--- src/assert_macros.svh ---
// Assertion helpers for the files that check their own logic.
// Both expect i_clk and i_rst_n to be visible where they are used.
`ifndef ASSERT_MACROS_SVH
`define ASSERT_MACROS_SVH

// A property that must hold at every clock edge outside reset.
`define TCS_ASSERT(label, prop, msg) \
    label: assert property (@(posedge i_clk) disable iff (!i_rst_n) prop) \
        else $error(msg);

// A condition that must never be true outside reset.
`define TCS_NEVER(label, cond, msg) \
    `TCS_ASSERT(label, !(cond), msg)

`endif

--- src/tcs_pkg.sv ---
`timescale 1ns / 1ps
// ----------------------------------------------------------------------------
// Task scheduler package
// Shared constants, transaction types and controller/datapath interface types.
// ----------------------------------------------------------------------------
package tcs_pkg;

    // Parameter defaults.
    localparam int MAX_TASKS_DEF = 8;
    localparam int SUBTICKS_DEF  = 250;

    // Command codes of an input transaction.
    typedef enum logic [2:0] {
        CMD_CREATE_SYS = 3'd0,
        CMD_CREATE_RR  = 3'd1,
        CMD_CREATE_PER = 3'd2,
        CMD_YIELD      = 3'd3,
        CMD_TERMINATE  = 3'd4,
        CMD_TICK       = 3'd5
    } t_cmd;

    // Task classes held in the task table.
    typedef enum logic [1:0] {
        CLS_NONE = 2'd0,
        CLS_RR   = 2'd1,
        CLS_PER  = 2'd2,
        CLS_SYS  = 2'd3
    } t_cls;

    // Input transaction.
    typedef struct packed {
        logic [2:0]  command;
        logic [15:0] task_period;
        logic [15:0] task_budget;
        logic [15:0] task_phase;
        logic [7:0]  subtick_now;
    } t_in_item;

    // Result transaction.
    typedef struct packed {
        logic [3:0]  created_pid;
        logic [3:0]  running_pid;
        logic        switched;
        logic        table_full;
        logic        queue_overflow;
        logic        periodic_overlap;
        logic        periodic_collision;
        logic        budget_overrun;
        logic        idle_waiting;
        logic        no_task_left;
        logic [15:0] tick_now;
    } t_out_item;

    // Datapath operations issued by the controller, one per cycle.
    typedef enum logic [4:0] {
        OP_NONE,
        OP_CAPTURE,
        OP_CREATE,
        OP_REQUEUE,
        OP_SETWAIT,
        OP_FREE,
        OP_TICK,
        OP_SREAD,
        OP_SDIV,
        OP_SEVAL,
        OP_CREAD,
        OP_CMUL1,
        OP_CMUL2,
        OP_CRED,
        OP_CDIV,
        OP_CEVAL,
        OP_DISPATCH,
        OP_OUTLOAD
    } t_dp_op;

    // Status returned by the datapath to the controller.
    typedef struct packed {
        logic [2:0] cmd;
        t_cls       run_cls;
        logic       running_nz;
        logic       free_any;
        logic       waiting_nz;
        logic       scan_last;
        logic       sdiv_go;
        logic       div_done;
        logic       q_nz;
    } t_dp_status;

endpackage

--- src/tcs_div.sv ---
`timescale 1ns / 1ps
// ----------------------------------------------------------------------------
// Serial divider
// Restoring divider that retires one quotient bit per cycle.
// ----------------------------------------------------------------------------
module tcs_div #(
    parameter int DW = 17,
    parameter int VW = 16
) (
    input  logic          i_clk,
    input  logic          i_rst_n,
    input  logic          i_start,
    input  logic [DW-1:0] i_dividend,
    input  logic [VW-1:0] i_divisor,
    output logic          o_done,
    output logic [VW-1:0] o_rem
);
    localparam int CNTW = $clog2(DW + 1);

    logic            r_busy;
    logic            r_done;
    logic [CNTW-1:0] r_cnt;
    logic [DW-1:0]   r_quo;
    logic [VW-1:0]   r_rem;
    logic [VW-1:0]   r_div;

    logic [VW:0]     trial;
    logic            ge;
    logic [VW-1:0]   n_rem;

    // One restoring step: shift in the next dividend bit and try to subtract.
    always_comb begin
        trial = {r_rem, r_quo[DW-1]};
        ge    = (trial >= {1'b0, r_div});
        n_rem = ge ? VW'(trial - {1'b0, r_div}) : trial[VW-1:0];
    end

    // Step counter and completion pulse.
    always_ff @(posedge i_clk) begin
        if (!i_rst_n) begin
            r_busy <= 1'b0;
            r_done <= 1'b0;
            r_cnt  <= '0;
        end else begin
            r_done <= 1'b0;
            if (i_start) begin
                r_busy <= 1'b1;
                r_cnt  <= CNTW'(DW);
            end else if (r_busy) begin
                r_cnt <= r_cnt - CNTW'(1);
                if (r_cnt == CNTW'(1)) begin
                    r_busy <= 1'b0;
                    r_done <= 1'b1;
                end
            end
        end
    end

    // Partial remainder and quotient shift register.
    always_ff @(posedge i_clk) begin
        if (i_start) begin
            r_quo <= i_dividend;
            r_rem <= '0;
            r_div <= i_divisor;
        end else if (r_busy) begin
            r_quo <= {r_quo[DW-2:0], ge};
            r_rem <= n_rem;
        end
    end

    assign o_done = r_done;
    assign o_rem  = r_rem;

endmodule

--- src/tcs_ctrl.sv ---
`timescale 1ns / 1ps
// ----------------------------------------------------------------------------
// Scheduler controller
// Sequences one command transaction through the datapath operations.
// ----------------------------------------------------------------------------
module tcs_ctrl (
    input  logic                i_clk,
    input  logic                i_rst_n,
    input  logic                i_in_valid,
    output logic                o_in_ready,
    output logic                o_out_valid,
    input  logic                i_out_ready,
    input  tcs_pkg::t_dp_status i_status,
    output tcs_pkg::t_dp_op     o_op
);
    typedef enum logic [21:0] {
        ST_IDLE   = 22'h000001,
        ST_DECODE = 22'h000002,
        ST_CREATE = 22'h000004,
        ST_REQ    = 22'h000008,
        ST_SETW   = 22'h000010,
        ST_FREE   = 22'h000020,
        ST_TINC   = 22'h000040,
        ST_SREAD  = 22'h000080,
        ST_SDIV   = 22'h000100,
        ST_SWAIT  = 22'h000200,
        ST_SEVAL  = 22'h000400,
        ST_POST   = 22'h000800,
        ST_CREAD  = 22'h001000,
        ST_CMUL1  = 22'h002000,
        ST_CMUL2  = 22'h004000,
        ST_CRED   = 22'h008000,
        ST_CDIV   = 22'h010000,
        ST_CEVAL  = 22'h040000,
        ST_DISP   = 22'h080000,
        ST_TAIL   = 22'h100000,
        ST_FIN    = 22'h200000
    } t_state;

    t_state r_state, n_state;
    logic   r_out_valid, n_out_valid;

    // Next state, datapath operation and result valid.
    always_comb begin
        n_state     = r_state;
        n_out_valid = r_out_valid;
        o_op        = tcs_pkg::OP_NONE;
        if (r_out_valid && i_out_ready) begin
            n_out_valid = 1'b0;
        end
        unique case (r_state)
            ST_IDLE: begin
                if (i_in_valid) begin
                    o_op    = tcs_pkg::OP_CAPTURE;
                    n_state = ST_DECODE;
                end
            end
            ST_DECODE: begin
                unique case (i_status.cmd) inside
                    tcs_pkg::CMD_CREATE_SYS, tcs_pkg::CMD_CREATE_RR,
                    tcs_pkg::CMD_CREATE_PER: n_state = ST_CREATE;
                    tcs_pkg::CMD_YIELD:      n_state = i_status.running_nz ? ST_REQ : ST_TAIL;
                    tcs_pkg::CMD_TERMINATE:  n_state = i_status.running_nz ? ST_FREE : ST_TAIL;
                    tcs_pkg::CMD_TICK:       n_state = ST_TINC;
                    default:                 n_state = ST_TAIL;
                endcase
            end
            ST_CREATE: begin
                // A new system task preempts a running round-robin or periodic task.
                o_op = tcs_pkg::OP_CREATE;
                if (i_status.cmd == tcs_pkg::CMD_CREATE_SYS && i_status.free_any &&
                    i_status.run_cls == tcs_pkg::CLS_RR) begin
                    n_state = ST_REQ;
                end else if (i_status.cmd == tcs_pkg::CMD_CREATE_SYS && i_status.free_any &&
                             i_status.run_cls == tcs_pkg::CLS_PER) begin
                    n_state = ST_SETW;
                end else begin
                    n_state = ST_TAIL;
                end
            end
            ST_REQ: begin
                o_op    = tcs_pkg::OP_REQUEUE;
                n_state = ST_DISP;
            end
            ST_SETW: begin
                o_op    = tcs_pkg::OP_SETWAIT;
                n_state = ST_DISP;
            end
            ST_FREE: begin
                o_op    = tcs_pkg::OP_FREE;
                n_state = ST_DISP;
            end
            ST_TINC: begin
                o_op    = tcs_pkg::OP_TICK;
                n_state = ST_SREAD;
            end
            ST_SREAD: begin
                o_op    = tcs_pkg::OP_SREAD;
                n_state = ST_SDIV;
            end
            ST_SDIV: begin
                o_op    = tcs_pkg::OP_SDIV;
                n_state = i_status.sdiv_go ? ST_SWAIT : ST_SEVAL;
            end
            ST_SWAIT: begin
                if (i_status.div_done) begin
                    n_state = ST_SEVAL;
                end
            end
            ST_SEVAL: begin
                o_op    = tcs_pkg::OP_SEVAL;
                n_state = i_status.scan_last ? ST_POST : ST_SREAD;
            end
            ST_POST: begin
                if (i_status.waiting_nz) begin
                    n_state = ST_REQ;
                end else if (i_status.running_nz) begin
                    n_state = ST_CREAD;
                end else begin
                    n_state = ST_TAIL;
                end
            end
            ST_CREAD: begin
                o_op    = tcs_pkg::OP_CREAD;
                n_state = ST_CMUL1;
            end
            ST_CMUL1: begin
                o_op    = tcs_pkg::OP_CMUL1;
                n_state = ST_CMUL2;
            end
            ST_CMUL2: begin
                o_op    = tcs_pkg::OP_CMUL2;
                n_state = ST_CRED;
            end
            ST_CRED: begin
                o_op    = tcs_pkg::OP_CRED;
                n_state = ST_CDIV;
            end
            ST_CDIV: begin
                // The budget limit in sub-ticks is formed here.
                o_op    = tcs_pkg::OP_CDIV;
                n_state = ST_CEVAL;
            end
            ST_CEVAL: begin
                // An expired slice puts a non-periodic task back.
                o_op = tcs_pkg::OP_CEVAL;
                if (i_status.q_nz && i_status.run_cls != tcs_pkg::CLS_PER) begin
                    n_state = ST_REQ;
                end else begin
                    n_state = ST_TAIL;
                end
            end
            ST_DISP: begin
                o_op    = tcs_pkg::OP_DISPATCH;
                n_state = ST_FIN;
            end
            ST_TAIL: begin
                // A step that ends idle without a dispatch makes one.
                n_state = i_status.running_nz ? ST_FIN : ST_DISP;
            end
            ST_FIN: begin
                if (!r_out_valid || i_out_ready) begin
                    o_op        = tcs_pkg::OP_OUTLOAD;
                    n_out_valid = 1'b1;
                    n_state     = ST_IDLE;
                end
            end
            default: n_state = ST_IDLE;
        endcase
    end

    // State and result valid registers.
    always_ff @(posedge i_clk) begin
        if (!i_rst_n) begin
            r_state     <= ST_IDLE;
            r_out_valid <= 1'b0;
        end else begin
            r_state     <= n_state;
            r_out_valid <= n_out_valid;
        end
    end

    assign o_in_ready  = (r_state == ST_IDLE);
    assign o_out_valid = r_out_valid;

endmodule

--- src/tcs_dp.sv ---
`timescale 1ns / 1ps
// ----------------------------------------------------------------------------
// Scheduler datapath
// Task table, ready queues, tick counter, slice arithmetic and result register.
// ----------------------------------------------------------------------------
module tcs_dp #(
    parameter int MAX_TASKS = tcs_pkg::MAX_TASKS_DEF,
    parameter int SUBTICKS  = tcs_pkg::SUBTICKS_DEF
) (
    input  logic                i_clk,
    input  logic                i_rst_n,
    input  tcs_pkg::t_dp_op     i_op,
    input  tcs_pkg::t_in_item   i_in_item,
    output tcs_pkg::t_dp_status o_status,
    output tcs_pkg::t_out_item  o_out_item
);
    localparam int IW  = $clog2(MAX_TASKS);
    localparam int PW  = $clog2(MAX_TASKS + 1);
    localparam int SPW = PW + 1;
    localparam int SW  = $clog2(SUBTICKS + 1);
    localparam int DW  = 16 + SW + 1;
    localparam int TW  = 17;
    localparam logic [DW-1:0] SubK = DW'(SUBTICKS);
    localparam logic [DW-1:0] ModV = SubK << 16;

    // Captured command fields.
    logic [2:0]  r_cmd;
    logic [7:0]  r_sub;
    logic [15:0] r_in_period, r_in_budget, r_in_phase;

    // Task table and queues.
    logic [MAX_TASKS-1:0] r_used;
    tcs_pkg::t_cls        r_cls [MAX_TASKS];
    logic [15:0]          r_mem_period [MAX_TASKS];
    logic [15:0]          r_mem_phase [MAX_TASKS];
    logic [15:0]          r_mem_budget [MAX_TASKS];
    logic [15:0]          r_mem_start_tick [MAX_TASKS];
    logic [7:0]           r_mem_start_sub [MAX_TASKS];
    logic [IW-1:0]        r_sys_fifo [MAX_TASKS];
    logic [IW-1:0]        r_rr_fifo [MAX_TASKS];
    logic [IW-1:0]        r_sys_head, r_rr_head;
    logic [PW-1:0]        r_sys_cnt, r_rr_cnt;
    logic [PW-1:0]        r_waiting, r_running;
    tcs_pkg::t_cls        r_run_cls;
    logic [15:0]          r_tick;

    // Per-step flags.
    logic [PW-1:0] r_created;
    logic r_full, r_ovf, r_overlap, r_coll, r_over, r_idle_wait, r_none_left, r_sw;

    // Scan and slice working registers.
    logic [IW-1:0] r_idx;
    logic          r_elig;
    logic [15:0]   r_rd_period, r_rd_phase, r_rd_budget, r_rd_start_tick;
    logic [7:0]    r_rd_start_sub;
    logic [DW-1:0] r_now, r_then, r_lim;
    tcs_pkg::t_out_item r_out;

    // Combinational helpers.
    logic          alloc_found;
    logic [IW-1:0] alloc_idx;
    tcs_pkg::t_cls new_cls;
    logic          any_per;
    logic [IW-1:0] run_idx;
    logic          push_sys, push_rr;
    logic [IW-1:0] push_val;
    logic          sys_full, rr_full;
    logic [IW-1:0] sys_pos, rr_pos;
    logic          pop_sys, pop_rr, disp_found;
    logic [IW-1:0] disp_idx;
    tcs_pkg::t_cls disp_cls;
    logic          sdiv_go;
    logic          div_start, div_done;
    logic [TW-1:0] div_dividend;
    logic [15:0]   div_divisor, div_rem;
    logic [DW-1:0] diff;
    logic          q_nz;

    function automatic logic [IW-1:0] f_wrap(input logic [IW-1:0] h, input logic [PW-1:0] c);
        logic [SPW-1:0] s;
        s = SPW'(h) + SPW'(c);
        if (s >= SPW'(MAX_TASKS)) begin
            s = s - SPW'(MAX_TASKS);
        end
        return s[IW-1:0];
    endfunction

    function automatic logic [IW-1:0] f_next(input logic [IW-1:0] h);
        return (h == IW'(MAX_TASKS - 1)) ? '0 : h + IW'(1);
    endfunction

    // Lowest free slot and the periodic presence check.
    always_comb begin
        alloc_found = 1'b0;
        alloc_idx   = '0;
        any_per     = 1'b0;
        for (int i = MAX_TASKS - 1; i >= 0; i--) begin
            if (!r_used[i]) begin
                alloc_found = 1'b1;
                alloc_idx   = IW'(i);
            end
            if (r_used[i] && r_cls[i] == tcs_pkg::CLS_PER) begin
                any_per = 1'b1;
            end
        end
    end

    always_comb begin
        if (r_cmd == tcs_pkg::CMD_CREATE_SYS) begin
            new_cls = tcs_pkg::CLS_SYS;
        end else if (r_cmd == tcs_pkg::CMD_CREATE_RR) begin
            new_cls = tcs_pkg::CLS_RR;
        end else begin
            new_cls = tcs_pkg::CLS_PER;
        end
    end

    assign run_idx = IW'(r_running - PW'(1));

    // Queue pushes from creation and from putting the running task back.
    always_comb begin
        push_sys = 1'b0;
        push_rr  = 1'b0;
        push_val = alloc_idx;
        if (i_op == tcs_pkg::OP_CREATE && alloc_found) begin
            push_sys = (r_cmd == tcs_pkg::CMD_CREATE_SYS);
            push_rr  = (r_cmd == tcs_pkg::CMD_CREATE_RR);
        end else if (i_op == tcs_pkg::OP_REQUEUE) begin
            push_val = run_idx;
            push_sys = (r_run_cls == tcs_pkg::CLS_SYS);
            push_rr  = (r_run_cls == tcs_pkg::CLS_RR);
        end
    end

    assign sys_full = (r_sys_cnt == PW'(MAX_TASKS));
    assign rr_full  = (r_rr_cnt == PW'(MAX_TASKS));
    assign sys_pos  = f_wrap(r_sys_head, r_sys_cnt);
    assign rr_pos   = f_wrap(r_rr_head, r_rr_cnt);

    // Dispatch selection: system queue, then the waiting periodic task, then round robin.
    always_comb begin
        pop_sys    = 1'b0;
        pop_rr     = 1'b0;
        disp_found = 1'b1;
        disp_idx   = '0;
        disp_cls   = tcs_pkg::CLS_NONE;
        if (r_sys_cnt != '0) begin
            pop_sys  = (i_op == tcs_pkg::OP_DISPATCH);
            disp_idx = r_sys_fifo[r_sys_head];
            disp_cls = tcs_pkg::CLS_SYS;
        end else if (r_waiting != '0) begin
            disp_idx = IW'(r_waiting - PW'(1));
            disp_cls = tcs_pkg::CLS_PER;
        end else if (r_rr_cnt != '0) begin
            pop_rr   = (i_op == tcs_pkg::OP_DISPATCH);
            disp_idx = r_rr_fifo[r_rr_head];
            disp_cls = tcs_pkg::CLS_RR;
        end else begin
            disp_found = 1'b0;
        end
    end

    // Release test operands and divider feed; the slice length is compared in
    // sub-ticks, so a whole tick has passed once the difference reaches SUBTICKS.
    assign sdiv_go = r_used[r_idx] && (r_cls[r_idx] == tcs_pkg::CLS_PER) &&
                     (r_rd_period != '0) && (r_tick > r_rd_phase);
    assign diff = (r_now >= r_then) ? (r_now - r_then) : (r_now + ModV - r_then);
    assign div_start    = (i_op == tcs_pkg::OP_SDIV) && sdiv_go;
    assign div_dividend = TW'(r_tick) + TW'(r_rd_phase);
    assign div_divisor  = r_rd_period;
    assign q_nz         = (diff >= SubK);

    tcs_div #(
        .DW (TW),
        .VW (16)
    ) u_div (
        .i_clk      (i_clk),
        .i_rst_n    (i_rst_n),
        .i_start    (div_start),
        .i_dividend (div_dividend),
        .i_divisor  (div_divisor),
        .o_done     (div_done),
        .o_rem      (div_rem)
    );

    // Scheduler control state.
    always_ff @(posedge i_clk) begin
        if (!i_rst_n) begin
            r_used      <= '0;
            for (int i = 0; i < MAX_TASKS; i++) begin
                r_cls[i] <= tcs_pkg::CLS_NONE;
            end
            r_sys_head  <= '0;
            r_sys_cnt   <= '0;
            r_rr_head   <= '0;
            r_rr_cnt    <= '0;
            r_waiting   <= '0;
            r_running   <= '0;
            r_run_cls   <= tcs_pkg::CLS_NONE;
            r_tick      <= '0;
            r_created   <= '0;
            r_full      <= 1'b0;
            r_ovf       <= 1'b0;
            r_overlap   <= 1'b0;
            r_coll      <= 1'b0;
            r_over      <= 1'b0;
            r_idle_wait <= 1'b0;
            r_none_left <= 1'b0;
            r_sw        <= 1'b0;
            r_idx       <= '0;
            r_elig      <= 1'b0;
        end else begin
            unique case (i_op)
                tcs_pkg::OP_CAPTURE: begin
                    r_created   <= '0;
                    r_full      <= 1'b0;
                    r_ovf       <= 1'b0;
                    r_overlap   <= 1'b0;
                    r_coll      <= 1'b0;
                    r_over      <= 1'b0;
                    r_idle_wait <= 1'b0;
                    r_none_left <= 1'b0;
                    r_sw        <= 1'b0;
                end
                tcs_pkg::OP_CREATE: begin
                    if (alloc_found) begin
                        r_used[alloc_idx] <= 1'b1;
                        r_cls[alloc_idx]  <= new_cls;
                        r_created         <= PW'(alloc_idx) + PW'(1);
                    end else begin
                        r_full <= 1'b1;
                    end
                end
                tcs_pkg::OP_SETWAIT: r_waiting <= r_running;
                tcs_pkg::OP_FREE: begin
                    r_used[run_idx] <= 1'b0;
                    r_running       <= '0;
                    r_run_cls       <= tcs_pkg::CLS_NONE;
                end
                tcs_pkg::OP_TICK: begin
                    r_tick <= r_tick + 16'd1;
                    r_idx  <= '0;
                end
                tcs_pkg::OP_SDIV: r_elig <= sdiv_go;
                tcs_pkg::OP_SEVAL: begin
                    // A release waits if no periodic task waits or runs; otherwise it only flags.
                    if (r_elig && div_rem == '0) begin
                        if (r_waiting != '0) begin
                            r_overlap <= 1'b1;
                        end else if (r_run_cls == tcs_pkg::CLS_PER) begin
                            r_coll <= 1'b1;
                        end else begin
                            r_waiting <= PW'(r_idx) + PW'(1);
                        end
                    end
                    if (r_idx != IW'(MAX_TASKS - 1)) begin
                        r_idx <= r_idx + IW'(1);
                    end
                end
                tcs_pkg::OP_CEVAL: begin
                    // More whole ticks than the budget means the difference
                    // reaches (budget + 1) * SUBTICKS.
                    if (q_nz && r_run_cls == tcs_pkg::CLS_PER && diff >= r_lim) begin
                        r_over <= 1'b1;
                    end
                end
                tcs_pkg::OP_DISPATCH: begin
                    r_sw <= 1'b1;
                    if (disp_found) begin
                        r_running <= PW'(disp_idx) + PW'(1);
                        r_run_cls <= disp_cls;
                        if (disp_cls == tcs_pkg::CLS_PER) begin
                            r_waiting <= '0;
                        end
                    end else begin
                        r_running   <= '0;
                        r_run_cls   <= tcs_pkg::CLS_NONE;
                        r_idle_wait <= any_per;
                        r_none_left <= !any_per;
                    end
                end
                default: ;
            endcase

            // Queue occupancy.
            if (push_sys) begin
                if (sys_full) begin
                    r_ovf <= 1'b1;
                end else begin
                    r_sys_cnt <= r_sys_cnt + PW'(1);
                end
            end
            if (push_rr) begin
                if (rr_full) begin
                    r_ovf <= 1'b1;
                end else begin
                    r_rr_cnt <= r_rr_cnt + PW'(1);
                end
            end
            if (pop_sys) begin
                r_sys_cnt  <= r_sys_cnt - PW'(1);
                r_sys_head <= f_next(r_sys_head);
            end
            if (pop_rr) begin
                r_rr_cnt  <= r_rr_cnt - PW'(1);
                r_rr_head <= f_next(r_rr_head);
            end
        end
    end

    // Slot parameter and start-time memories, queue storage.
    always_ff @(posedge i_clk) begin
        if (i_op == tcs_pkg::OP_CREATE && alloc_found && r_cmd == tcs_pkg::CMD_CREATE_PER) begin
            r_mem_period[alloc_idx] <= r_in_period;
            r_mem_phase[alloc_idx]  <= r_in_phase;
            r_mem_budget[alloc_idx] <= r_in_budget;
        end
        if (i_op == tcs_pkg::OP_SREAD) begin
            r_rd_period <= r_mem_period[r_idx];
            r_rd_phase  <= r_mem_phase[r_idx];
        end
        if (i_op == tcs_pkg::OP_DISPATCH && disp_found) begin
            r_mem_start_tick[disp_idx] <= r_tick;
            r_mem_start_sub[disp_idx]  <= r_sub;
        end
        if (i_op == tcs_pkg::OP_CREAD) begin
            r_rd_start_tick <= r_mem_start_tick[run_idx];
            r_rd_start_sub  <= r_mem_start_sub[run_idx];
            r_rd_budget     <= r_mem_budget[run_idx];
        end
        if (push_sys && !sys_full) begin
            r_sys_fifo[sys_pos] <= push_val;
        end
        if (push_rr && !rr_full) begin
            r_rr_fifo[rr_pos] <= push_val;
        end
    end

    // Captured inputs, slice arithmetic and result register.
    always_ff @(posedge i_clk) begin
        if (i_op == tcs_pkg::OP_CAPTURE) begin
            r_cmd       <= i_in_item.command;
            r_sub       <= i_in_item.subtick_now;
            r_in_period <= i_in_item.task_period;
            r_in_budget <= i_in_item.task_budget;
            r_in_phase  <= i_in_item.task_phase;
        end
        // Sub-tick timestamps, each reduced once below the wrap modulus.
        if (i_op == tcs_pkg::OP_CMUL1) begin
            r_now <= DW'(r_tick) * SubK + DW'(r_sub);
        end
        if (i_op == tcs_pkg::OP_CMUL2) begin
            r_then <= DW'(r_rd_start_tick) * SubK + DW'(r_rd_start_sub);
            r_now  <= (r_now >= ModV) ? (r_now - ModV) : r_now;
        end
        if (i_op == tcs_pkg::OP_CRED) begin
            r_then <= (r_then >= ModV) ? (r_then - ModV) : r_then;
        end
        // Budget limit in sub-ticks.
        if (i_op == tcs_pkg::OP_CDIV) begin
            r_lim <= (DW'(r_rd_budget) + DW'(1)) * SubK;
        end
        if (i_op == tcs_pkg::OP_OUTLOAD) begin
            r_out.created_pid        <= 4'(r_created);
            r_out.running_pid        <= 4'(r_running);
            r_out.switched           <= r_sw;
            r_out.table_full         <= r_full;
            r_out.queue_overflow     <= r_ovf;
            r_out.periodic_overlap   <= r_overlap;
            r_out.periodic_collision <= r_coll;
            r_out.budget_overrun     <= r_over;
            r_out.idle_waiting       <= r_idle_wait;
            r_out.no_task_left       <= r_none_left;
            r_out.tick_now           <= r_tick;
        end
    end

    // Status to the controller.
    always_comb begin
        o_status.cmd        = r_cmd;
        o_status.run_cls    = r_run_cls;
        o_status.running_nz = (r_running != '0);
        o_status.free_any   = alloc_found;
        o_status.waiting_nz = (r_waiting != '0);
        o_status.scan_last  = (r_idx == IW'(MAX_TASKS - 1));
        o_status.sdiv_go    = sdiv_go;
        o_status.div_done   = div_done;
        o_status.q_nz       = q_nz;
    end

    assign o_out_item = r_out;

endmodule

--- src/three_class_task_scheduler.sv ---
`timescale 1ns / 1ps
`include "assert_macros.svh"
// ----------------------------------------------------------------------------
// Three-class task scheduler
// System, periodic and round-robin task dispatch driven by command transactions.
// ----------------------------------------------------------------------------
//  Channel  Direction  Handshake                 Payload
//  in       input      i_in_valid / o_in_ready   i_in_item  (t_in_item)
//  out      output     o_out_valid / i_out_ready o_out_item (t_out_item)
//
// Create, yield and terminate go through decode, their own table step and, where
// needed, a dispatch before the result is loaded. A tick reads, tests and
// evaluates each task slot in turn, with the serial 17-bit modulo for each
// releasable periodic slot, then does the slice check and any dispatch.
// The slice check compares sub-tick differences and needs no divider.
// Reset is synchronous; the task table needs no clearing pass.
// A finished result waits in the output register; the next transaction is
// taken once the controller is back in its idle state.
// ----------------------------------------------------------------------------
module three_class_task_scheduler #(
    parameter int MAX_TASKS         = tcs_pkg::MAX_TASKS_DEF,
    parameter int SUBTICKS_PER_TICK = tcs_pkg::SUBTICKS_DEF
) (
    input  logic               i_clk,
    input  logic               i_rst_n,
    input  logic               i_in_valid,
    output logic               o_in_ready,
    input  tcs_pkg::t_in_item  i_in_item,
    output logic               o_out_valid,
    input  logic               i_out_ready,
    output tcs_pkg::t_out_item o_out_item
);
    tcs_pkg::t_dp_op     dp_op;
    tcs_pkg::t_dp_status dp_status;

    // Command sequencer.
    tcs_ctrl u_ctrl (
        .i_clk       (i_clk),
        .i_rst_n     (i_rst_n),
        .i_in_valid  (i_in_valid),
        .o_in_ready  (o_in_ready),
        .o_out_valid (o_out_valid),
        .i_out_ready (i_out_ready),
        .i_status    (dp_status),
        .o_op        (dp_op)
    );

    // Task table, queues and arithmetic.
    tcs_dp #(
        .MAX_TASKS (MAX_TASKS),
        .SUBTICKS  (SUBTICKS_PER_TICK)
    ) u_dp (
        .i_clk      (i_clk),
        .i_rst_n    (i_rst_n),
        .i_op       (dp_op),
        .i_in_item  (i_in_item),
        .o_status   (dp_status),
        .o_out_item (o_out_item)
    );

    // Checks on the step sequencing and the result flags.
    `TCS_ASSERT(a_busy_after_accept, (i_in_valid && o_in_ready) |=> !o_in_ready, "second transaction taken while busy")
    `TCS_NEVER(a_idle_flags_excl, o_out_valid && o_out_item.idle_waiting && o_out_item.no_task_left, "both idle flags set")
    `TCS_ASSERT(a_idle_is_dispatch, (o_out_valid && (o_out_item.idle_waiting || o_out_item.no_task_left)) |-> (o_out_item.switched && o_out_item.running_pid == 4'd0), "idle result without a dispatch")
    `TCS_ASSERT(a_full_no_pid, (o_out_valid && o_out_item.table_full) |-> (o_out_item.created_pid == 4'd0), "table full with a created task")

endmodule

--- config.mk ---
export PLATFORM = sky130hd
export DESIGN_NAME = three_class_task_scheduler
export DESIGN_NICKNAME = d
export VERILOG_FILES = /design/src/tcs_pkg.sv /design/src/tcs_div.sv /design/src/tcs_ctrl.sv /design/src/tcs_dp.sv /design/src/three_class_task_scheduler.sv
export VERILOG_INCLUDE_DIRS = /design/src /design/src/src
export SDC_FILE = /design/constraint.sdc
export NUM_CORES = 2
export LEC_CHECK = 0
export ABC_AREA = 1
export BUFFER_PORTS_ARGS = -buffer_cell sky130_fd_sc_hd__buf_4
export CAP_MARGIN = 15
export CELL_PAD_IN_SITES_DETAIL_PLACEMENT = 1
export CELL_PAD_IN_SITES_GLOBAL_PLACEMENT = 1
export CORE_MARGIN = 3
export CORE_UTILIZATION = 42
export CTS_BUF_LIST = sky130_fd_sc_hd__clkbuf_8
export CTS_CLUSTER_SIZE = 20
export DETAILED_ROUTE_END_ITERATION = 16
export GPL_TIMING_DRIVEN = 0
export PLACE_DENSITY = 0.77
export RECOVER_POWER = 50
export SLEW_MARGIN = 5
export SYNTH_ARGS = -nofsm -noshare
export SYNTH_HDL_FRONTEND = slang
export SYNTH_HIERARCHICAL = 1
export SYNTH_SLANG_ARGS = --single-unit
export TNS_END_PERCENT = 10
--- constraint.sdc ---
create_clock -name i_clk -period 12.3 [get_ports i_clk]
set_input_delay 0.615 -clock i_clk [delete_from_list [all_inputs] [get_ports i_clk]]
set_output_delay 0.615 -clock i_clk [all_outputs]
set_load 0.05 [all_outputs]
After elaboration in Yosys (flattened, before gate mapping). Memory sizes are Yosys's and may differ from the RTL's. A register that Yosys moved wholly into a read port is not among the register bits. Index checks and enable logic that the tools add are counted.

Bits in latches: 0. RAM bits: 640. Register bits after elaboration: 308. Output and inout port bits: 34. Input port bits: 63. Memories kept: 8. Memory bits (read-only): 0.

Multiplexer cells: 157. $add $sub $neg: 28. Shifts and indexed selects: 0. Reduce and logical (&&, ||, !) cells: 71. Bitwise gates (word level): 5. Div/mod/pow operators: 0. Order comparisons: 14. Equal/unequal tests: 83. Multipliers: 3.

Memories: u_dp.r_mem_budget (depth 8, width 16, rd ports 1, clocked after Yosys merged registers in 1, wr ports 1, RTL line tcs_dp.sv:36) `logic [15:0] r_mem_budget [MAX_TASKS];`; u_dp.r_mem_period (depth 8, width 16, rd ports 1, clocked after Yosys merged registers in 1, wr ports 1, RTL line tcs_dp.sv:34) `logic [15:0] r_mem_period [MAX_TASKS];`; u_dp.r_mem_phase (depth 8, width 16, rd ports 1, clocked after Yosys merged registers in 1, wr ports 1, RTL line tcs_dp.sv:35) `logic [15:0] r_mem_phase [MAX_TASKS];`; u_dp.r_mem_start_tick (depth 8, width 16, rd ports 1, clocked after Yosys merged registers in 1, wr ports 1, RTL line tcs_dp.sv:37) `logic [15:0] r_mem_start_tick [MAX_TASKS];`; u_dp.r_mem_start_sub (depth 8, width 8, rd ports 1, clocked after Yosys merged registers in 1, wr ports 1, RTL line tcs_dp.sv:38) `logic [7:0] r_mem_start_sub [MAX_TASKS];`; u_dp.r_rr_fifo (depth 8, width 3, rd ports 1, clocked after Yosys merged registers in 1, wr ports 1, RTL line tcs_dp.sv:40) `logic [IW-1:0] r_rr_fifo [MAX_TASKS];`; 2 more memories.

Operator list (count): $pmux W22 S19 (1); $mux W25 (7); $mux W22 (6); $mux W21 (5); $pmux W22 S4 (1); $pmux W5 S17 (1); $mux W3 (25); $mux W1 (67); $mux W4 (13); $add A24 B8 Y25 (2); $ge A25 B24 Y1 const B (2); $ge A25 B25 Y1 (2); $sub A25 B24 Y25 const B (2); $sub A25 B25 Y25 (2); $mul A16 B7 Y23 const B (2); $eq A5 B4 Y1 const B (8); $mux W17 (2); $logic_and A1 B1 Y1 (27); $ne A2 B2 Y1 const B (13); $add A25 B24 Y25 const B (1); $ge A25 B8 Y1 const B (1); $mul A25 B7 Y24 const B (1); $eq A2 B2 Y1 const B (12); $reduce_bool A2 Y1 (12); 79 further kinds (146).

Longest topological paths before layout.
Depth in word-level cells: 15. Gate-level depth with buffers: 28.

Cells and area by module. The synthesis kept the hierarchy.

Modules (own cells, without submodules): tcs_dp (cells each 4903, area each 51526.9 µm², times used 1); tcs_div (cells each 453, area each 3372.0 µm², times used 1); tcs_ctrl (cells each 237, area each 1520.2 µm², times used 1).

Worst setup path after synthesis. OpenSTA, ideal clock, no wires.

Kind: reg2reg. Start point: register u_ctrl.r_state[21]. End point: memory u_dp.r_mem_budget[1][0], enable pin. Buffers on the path: 1. Slack: 5.095 ns. Arrival: 6.633 ns. Data required time: 11.727 ns. Cell stages (with the launch flop): 17. Period minus slack after synthesis: 7.205 ns. Path through: dfxtp_1 inv_2 nand2_1 nor2_4 and2_1 buf_4 o21ai_1 o21ai_0 nor2_1 nand2_1 inv_1 nand3_2 nor2_1 nand2_1 inv_1 nand3_1 nor4_1.

Cells in the longest elaborated chain, start to end: 7.

Ends and longest elaborated chain: start, declared (RTL line tcs_ctrl.sv:40) `t_state r_state, n_state;`; start signal, assigned (RTL line tcs_ctrl.sv:178) `r_state <= n_state;`; $eq A22 B22 Y1, or another cell as far along (RTL line tcs_ctrl.sv:51) `unique case (r_state)`; $pmux W5 S17 (*) (RTL line tcs_ctrl.sv:51); net dp_op[0] (RTL line three_class_task_scheduler.sv:33) `tcs_pkg::t_dp_op dp_op;`; $eq A5 B2 Y1 (*) (RTL line tcs_dp.sv:313) `if (i_op == tcs_pkg::OP_CREATE && alloc_found && r_cmd == tcs_pkg::CMD_CREATE_PER) begin`; $logic_and A1 B1 Y1 (*) (2 in series) (RTL line tcs_dp.sv:313); $mux W1 (*) (RTL line tcs_dp.sv:313); $mux W1 (not written as such) (*) (RTL line tcs_dp.sv:316) `r_mem_budget[alloc_idx] <= r_in_budget;`; end, declared (RTL line tcs_dp.sv:36).

Mark *: on every way through the listed nets, which the timed path passes. The rest lies on a longest branch.

Worst setup path in the final report.
Start point: register u_dp.r_tick[1]. End point: register u_dp.r_now[20], data pin.

Cells in the longest elaborated chain, start to end: 4.

Ends and longest elaborated chain: start, declared (RTL line tcs_dp.sv:45) `logic [15:0] r_tick;`; start signal, assigned (RTL line tcs_dp.sv:241) `r_tick <= r_tick + 16'd1;`; $mul A16 B7 Y23 (RTL line tcs_dp.sv:350) `r_now <= DW'(r_tick) * SubK + DW'(r_sub);`; $add A24 B8 Y25 (RTL line tcs_dp.sv:350); $mux W25 (RTL line tcs_dp.sv:349) `if (i_op == tcs_pkg::OP_CMUL1) begin`; $mux W25 (RTL line tcs_dp.sv:352) `if (i_op == tcs_pkg::OP_CMUL2) begin`; end signal, assigned (RTL line tcs_dp.sv:350); end signal, assigned (RTL line tcs_dp.sv:354) `r_now <= (r_now >= ModV) ? (r_now - ModV) : r_now;`; end, declared (RTL line tcs_dp.sv:56) `logic [DW-1:0] r_now, r_then, r_lim;`.

Every way passes these cells. The select of a mux whose other input is x is not followed. A chain may end at the register's enable or synchronous reset.

==> impl_metrics.toml <==
[finish]
final_stage_net_count = 6549
finish.cell_count_without_fillers = 7867
n_fill_cell = 14900
layout.core_utilization_pct = 48.1
final_layout_size_suffix_gt1_share_pct = 7.45
syn2layout_area_growth_pct = 12.9

[synth]
synth.yosys.warnings = 6
synth_most_common_cell = "sky130_fd_sc_hd__nand2_1"
syn-mean-instance-area_sq_um = 10.1
synth_seq_area_share_pct = 52.6
synth_top_cell_area_share_pct = 48.4
synth_top_cell_by_area = "sky130_fd_sc_hd__edfxtp_1"
synth.area.mux_share_pct = 0.0532
yosys-top-cells-count = "sky130_fd_sc_hd__nand2_1 (953), sky130_fd_sc_hd__edfxtp_1 (910), sky130_fd_sc_hd__inv_1 (882)"
yosys_register_bits = 1028
post_synthesis_instance_area_sq_um = 56400
synth_ff_type = "sky130_fd_sc_hd__edfxtp_1"
synth-edff-count = 910
synth_compound_gate_area_share_pct = 8.97
mappedNetlistNets = 6168
synthSimpleGateAreaFrac_pct = 15.7
post_synth_main_area_contributors = "sky130_fd_sc_hd__edfxtp_1 (48%), sky130_fd_sc_hd__ha_1 (7.1%), sky130_fd_sc_hd__fa_1 (6.8%)"
synth.lib_cells_used.distinct = 67
synth_cells = 5593
synthXorXnorAreaFrac_pct = 1.84
largest_family_of_logic_cells_by_synthesized_area = "simple AND/OR/NAND/NOR gates"
synthAdderAreaFrac_pct = 13.9
ys_async_sr_fraction_pct = 0

[grt]
grt_pass1_wl_microns = 262000
globalRouteOverflowTotal = 0
grt_max_degree = 34
globalRouteTotalUtil_pct = 24.6
first_global_vias = 45900
grt_antenna_before_repair = 6

[detailed_routing]
remaining_drc_errors = 0
route.detailed.wl_per_inst_microns = 21.7
detailedRoute.firstPassIterationCount = 5
num_vias = 42400
postRouteWirelength_microns = 171000
drt_via_density = 5.39
drt_iter0_markers = 2856
postRouteAntennaNets = 0

[critical_path]
critPathMaxStageDelay_ps = 1040
worst-path-max-fanout = 16
crit_slowest_cell = "sky130_fd_sc_hd__dfxtp_1"
arrival_ps = 6730
worst_setup_path_end_kind = "register"
critPathBufInv = 3
crit_path_cell_trace = "inv_1 > fa_1 > fa_1 > fa_1 > fa_1 > inv_1 > ha_1 > a21oi_1 > nor2_1 > nor2_2 > nand2_2 > a21oi_1 > inv_1 > nand2_1 > nand2_1 > nor2_1 > nand2_2 > nor2_4 > nand2_1 > nand2_1 > o21ai_1"
worst-endpoint-required_ps = 12890
worst_path_dominant_cell_family = "adder cells"
critical_path_class = "register to register"
critical_path.startpoint_type = "register"

[place]
place.port_buffers = 96
placedCellCount = 7498
gpl.final_weighted_congestion = 0.886
detailed_place_hpwl_microns = 130000

[timing]
final_max_slew_viol_count = 132
post-route-min-period_ps = 6140
max_slew_headroom_at_the_worst_pin_pct = -62.6
fmaxAchievable_mhz = 163
report.final.setup_viol = 0
period_share_pct = 49.9
worst_margin_slew_ps = 2410
grt_setup_unrepaired = "false"
timing.clock.skew_ps = 66.5
finalHoldViolations = 0
finalHoldWorstSlack_ps = 128

[power_and_ir_drop]
p_per_area_nw_per_um2 = 117
post-layout-total-power_uw = 7440
p_leak_uw = 0.0263
max-vdd-ir-drop_v = 0.000121

[die]
initial_core_util_pct = 42.6
placementRows = 133
pin_count = 97
coreArea_sq_um = 132000
fp.dieArea_sq_um = 139000
dieWidth_microns = 373
chipHeight_microns = 373

[cts]
clk_pin_slew_ps = 60
tritoncts = "yes"
worstSkewPairLatency_ps = 900
clk_tree_root_cell = "sky130_fd_sc_hd__clkbuf_8"
post-cts-setup-buffer-count = 0
cts_num_sinks = 1028
clock_tree.buffer_depth = 3
cts_inserted_buffers = 169
htree_num_levels = 4

[outcome]
status = "finished, violations left"
failing_checks = "capacitance limit, slew limit"

[min_path]
hold_path.class = "input pin to register"

[run]
drv.max_cap_violation_count = 7
-- layout by cell type, fill, tap and decap left out, types with 13 or more instances in the layout --
cell type                       count
sky130_fd_sc_hd__edfxtp_1         910
sky130_fd_sc_hd__o21ai_0          325
sky130_fd_sc_hd__a31oi_1           46
sky130_fd_sc_hd__dlygate4sd3_1     59
sky130_fd_sc_hd__nor3_1            70
sky130_fd_sc_hd__buf_12            16
sky130_fd_sc_hd__xor2_1            78
sky130_fd_sc_hd__clkinv_2          19
sky130_fd_sc_hd__ha_1             320
sky130_fd_sc_hd__xnor2_1           35
sky130_fd_sc_hd__o22ai_1           35
sky130_fd_sc_hd__a221oi_1          78
sky130_fd_sc_hd__nor2_4            25
sky130_fd_sc_hd__clkbuf_8         177
sky130_fd_sc_hd__nand2_2           22
sky130_fd_sc_hd__a21oi_1          234
sky130_fd_sc_hd__nand4_1           68
sky130_fd_sc_hd__dfxtp_1          118
sky130_fd_sc_hd__nor2_2            25
sky130_fd_sc_hd__o211ai_1          13
sky130_fd_sc_hd__fa_1             192
sky130_fd_sc_hd__buf_4             31
sky130_fd_sc_hd__nor2_1           600
sky130_fd_sc_hd__a22o_1            20
sky130_fd_sc_hd__nand3b_1          21
sky130_fd_sc_hd__nand2_1          953
sky130_fd_sc_hd__clkbuf_1         149
sky130_fd_sc_hd__o21a_1            17
sky130_fd_sc_hd__nand3_1          208
sky130_fd_sc_hd__clkbuf_4          44
sky130_fd_sc_hd__nor4_1            16
sky130_fd_sc_hd__clkinv_1          47
sky130_fd_sc_hd__inv_1            934
sky130_fd_sc_hd__o21ai_1           23
-- stage by stage --
stage	area (sq um)	setup slack [ps]	setup TNS, ps
floorplan	56400	5090	0
global placement	59300	-875	-68220
detailed placement	60200	6270	0
CTS	64100	6250	0
global route	63700	5800	0
finish	63700	6160	0
-- logic make-up (layout without fill, tap and decap cells) --
family,Yosys count,in the layout
adder cells (fa/ha/maj),512,512
XOR/XNOR,116,116
AO/OA/AOI/OAI,859,859
multiplexers,3,3
buffers and inverters,1017,1534
other,0,2
flip-flops,1028,1028
AND/OR/NAND/NOR,2058,2058
-- worst min-delay path, stage by stage --
cell and delay, ps:
sky130_fd_sc_hd__buf_4 190, sky130_fd_sc_hd__o31ai_1 90, sky130_fd_sc_hd__inv_1 40
-- power breakdown --
group,leakage [uW],internal [uW],switching (uW)
sequential,0.00916,4010,160
clock,0.00185,1470,1440
combinational,0.0153,88.1,273
total,0.0263,5570,1870
-- per-layer routing --
metal / share of wire, % / global-route usage [%] / vias to the layer above / routed length (microns)
met2: 50 / 43.8 / 1181 / 85400
met5: 0 / 0 / - / 0
met4: 3.9 / 9.17 / 0 / 6590
li1: - / - / 19600 / -
met3: 5.4 / 3.75 / 354 / 9290
met1: 41 / 30.1 / 21200 / 69500
-- timing repair --
action / 4_1_cts / 5_1_grt
hold buffers: 59 / 0
resized for setup: 0 / 0
endpoints found under the hold margin: 59 / 0
-- area by class of cell --
cell class                 count  area [sq um]  area share (%)
antenna                        2          5.00         0.00786
clock inverter               130           821            1.29
tap                         1755          2200            3.45
buffer                       116           509           0.799
multi-input combinational   3548         22900            35.9
inverter                     901          3380            5.31
clock buffer                 177          2440            3.82
sequential                  1028         29700            46.6
timing repair buffer         210          1760            2.77
-- registers in the layout (all words and copies together), names as in the netlist, 16 cells and up, named ones only --
register	count
u_dp/o_out_item	32
u_dp/r_mem_budget	128
u_dp/r_rd_budget	16
u_dp/u_div/r_quo	17
u_dp/r_mem_start_sub	64
u_dp/u_div/o_rem	16
u_dp/r_then	25
u_dp/r_mem_start_tick	128
u_ctrl/r_state	21
u_dp/r_rd_start_tick	16
u_dp/r_mem_period	128
u_dp/r_now	25
u_dp/r_tick	16
u_dp/r_sys_fifo	24
u_dp/r_in_budget	16
u_dp/r_cls	16
u_dp/r_in_period	16
u_dp/r_in_phase	16
u_dp/div_divisor	16
u_dp/r_rd_phase	16
u_dp/r_mem_phase	128
u_dp/r_lim	24
u_dp/u_div/r_div	16
u_dp/r_rr_fifo	24
-- worst paths after layout --
path                             startpoint                                to  slack (ps)  depth (start not counted)
min                                 i_rst_n  u_dp/u_div/r_cnt[0]$_SDFFE_PN0P_         130                          3
max             u_dp/r_tick[1]$_SDFFE_PN0P_          u_dp/r_now[20]$_DFFE_PP_        6160                         21
max reg2reg     u_dp/r_tick[1]$_SDFFE_PN0P_          u_dp/r_now[20]$_DFFE_PP_        6160                         21
min reg2reg  u_dp/div_divisor[14]$_DFFE_PN_    u_dp/u_div/r_div[14]$_DFFE_PP_         470                          0
(Power assumes the default switching activity.)
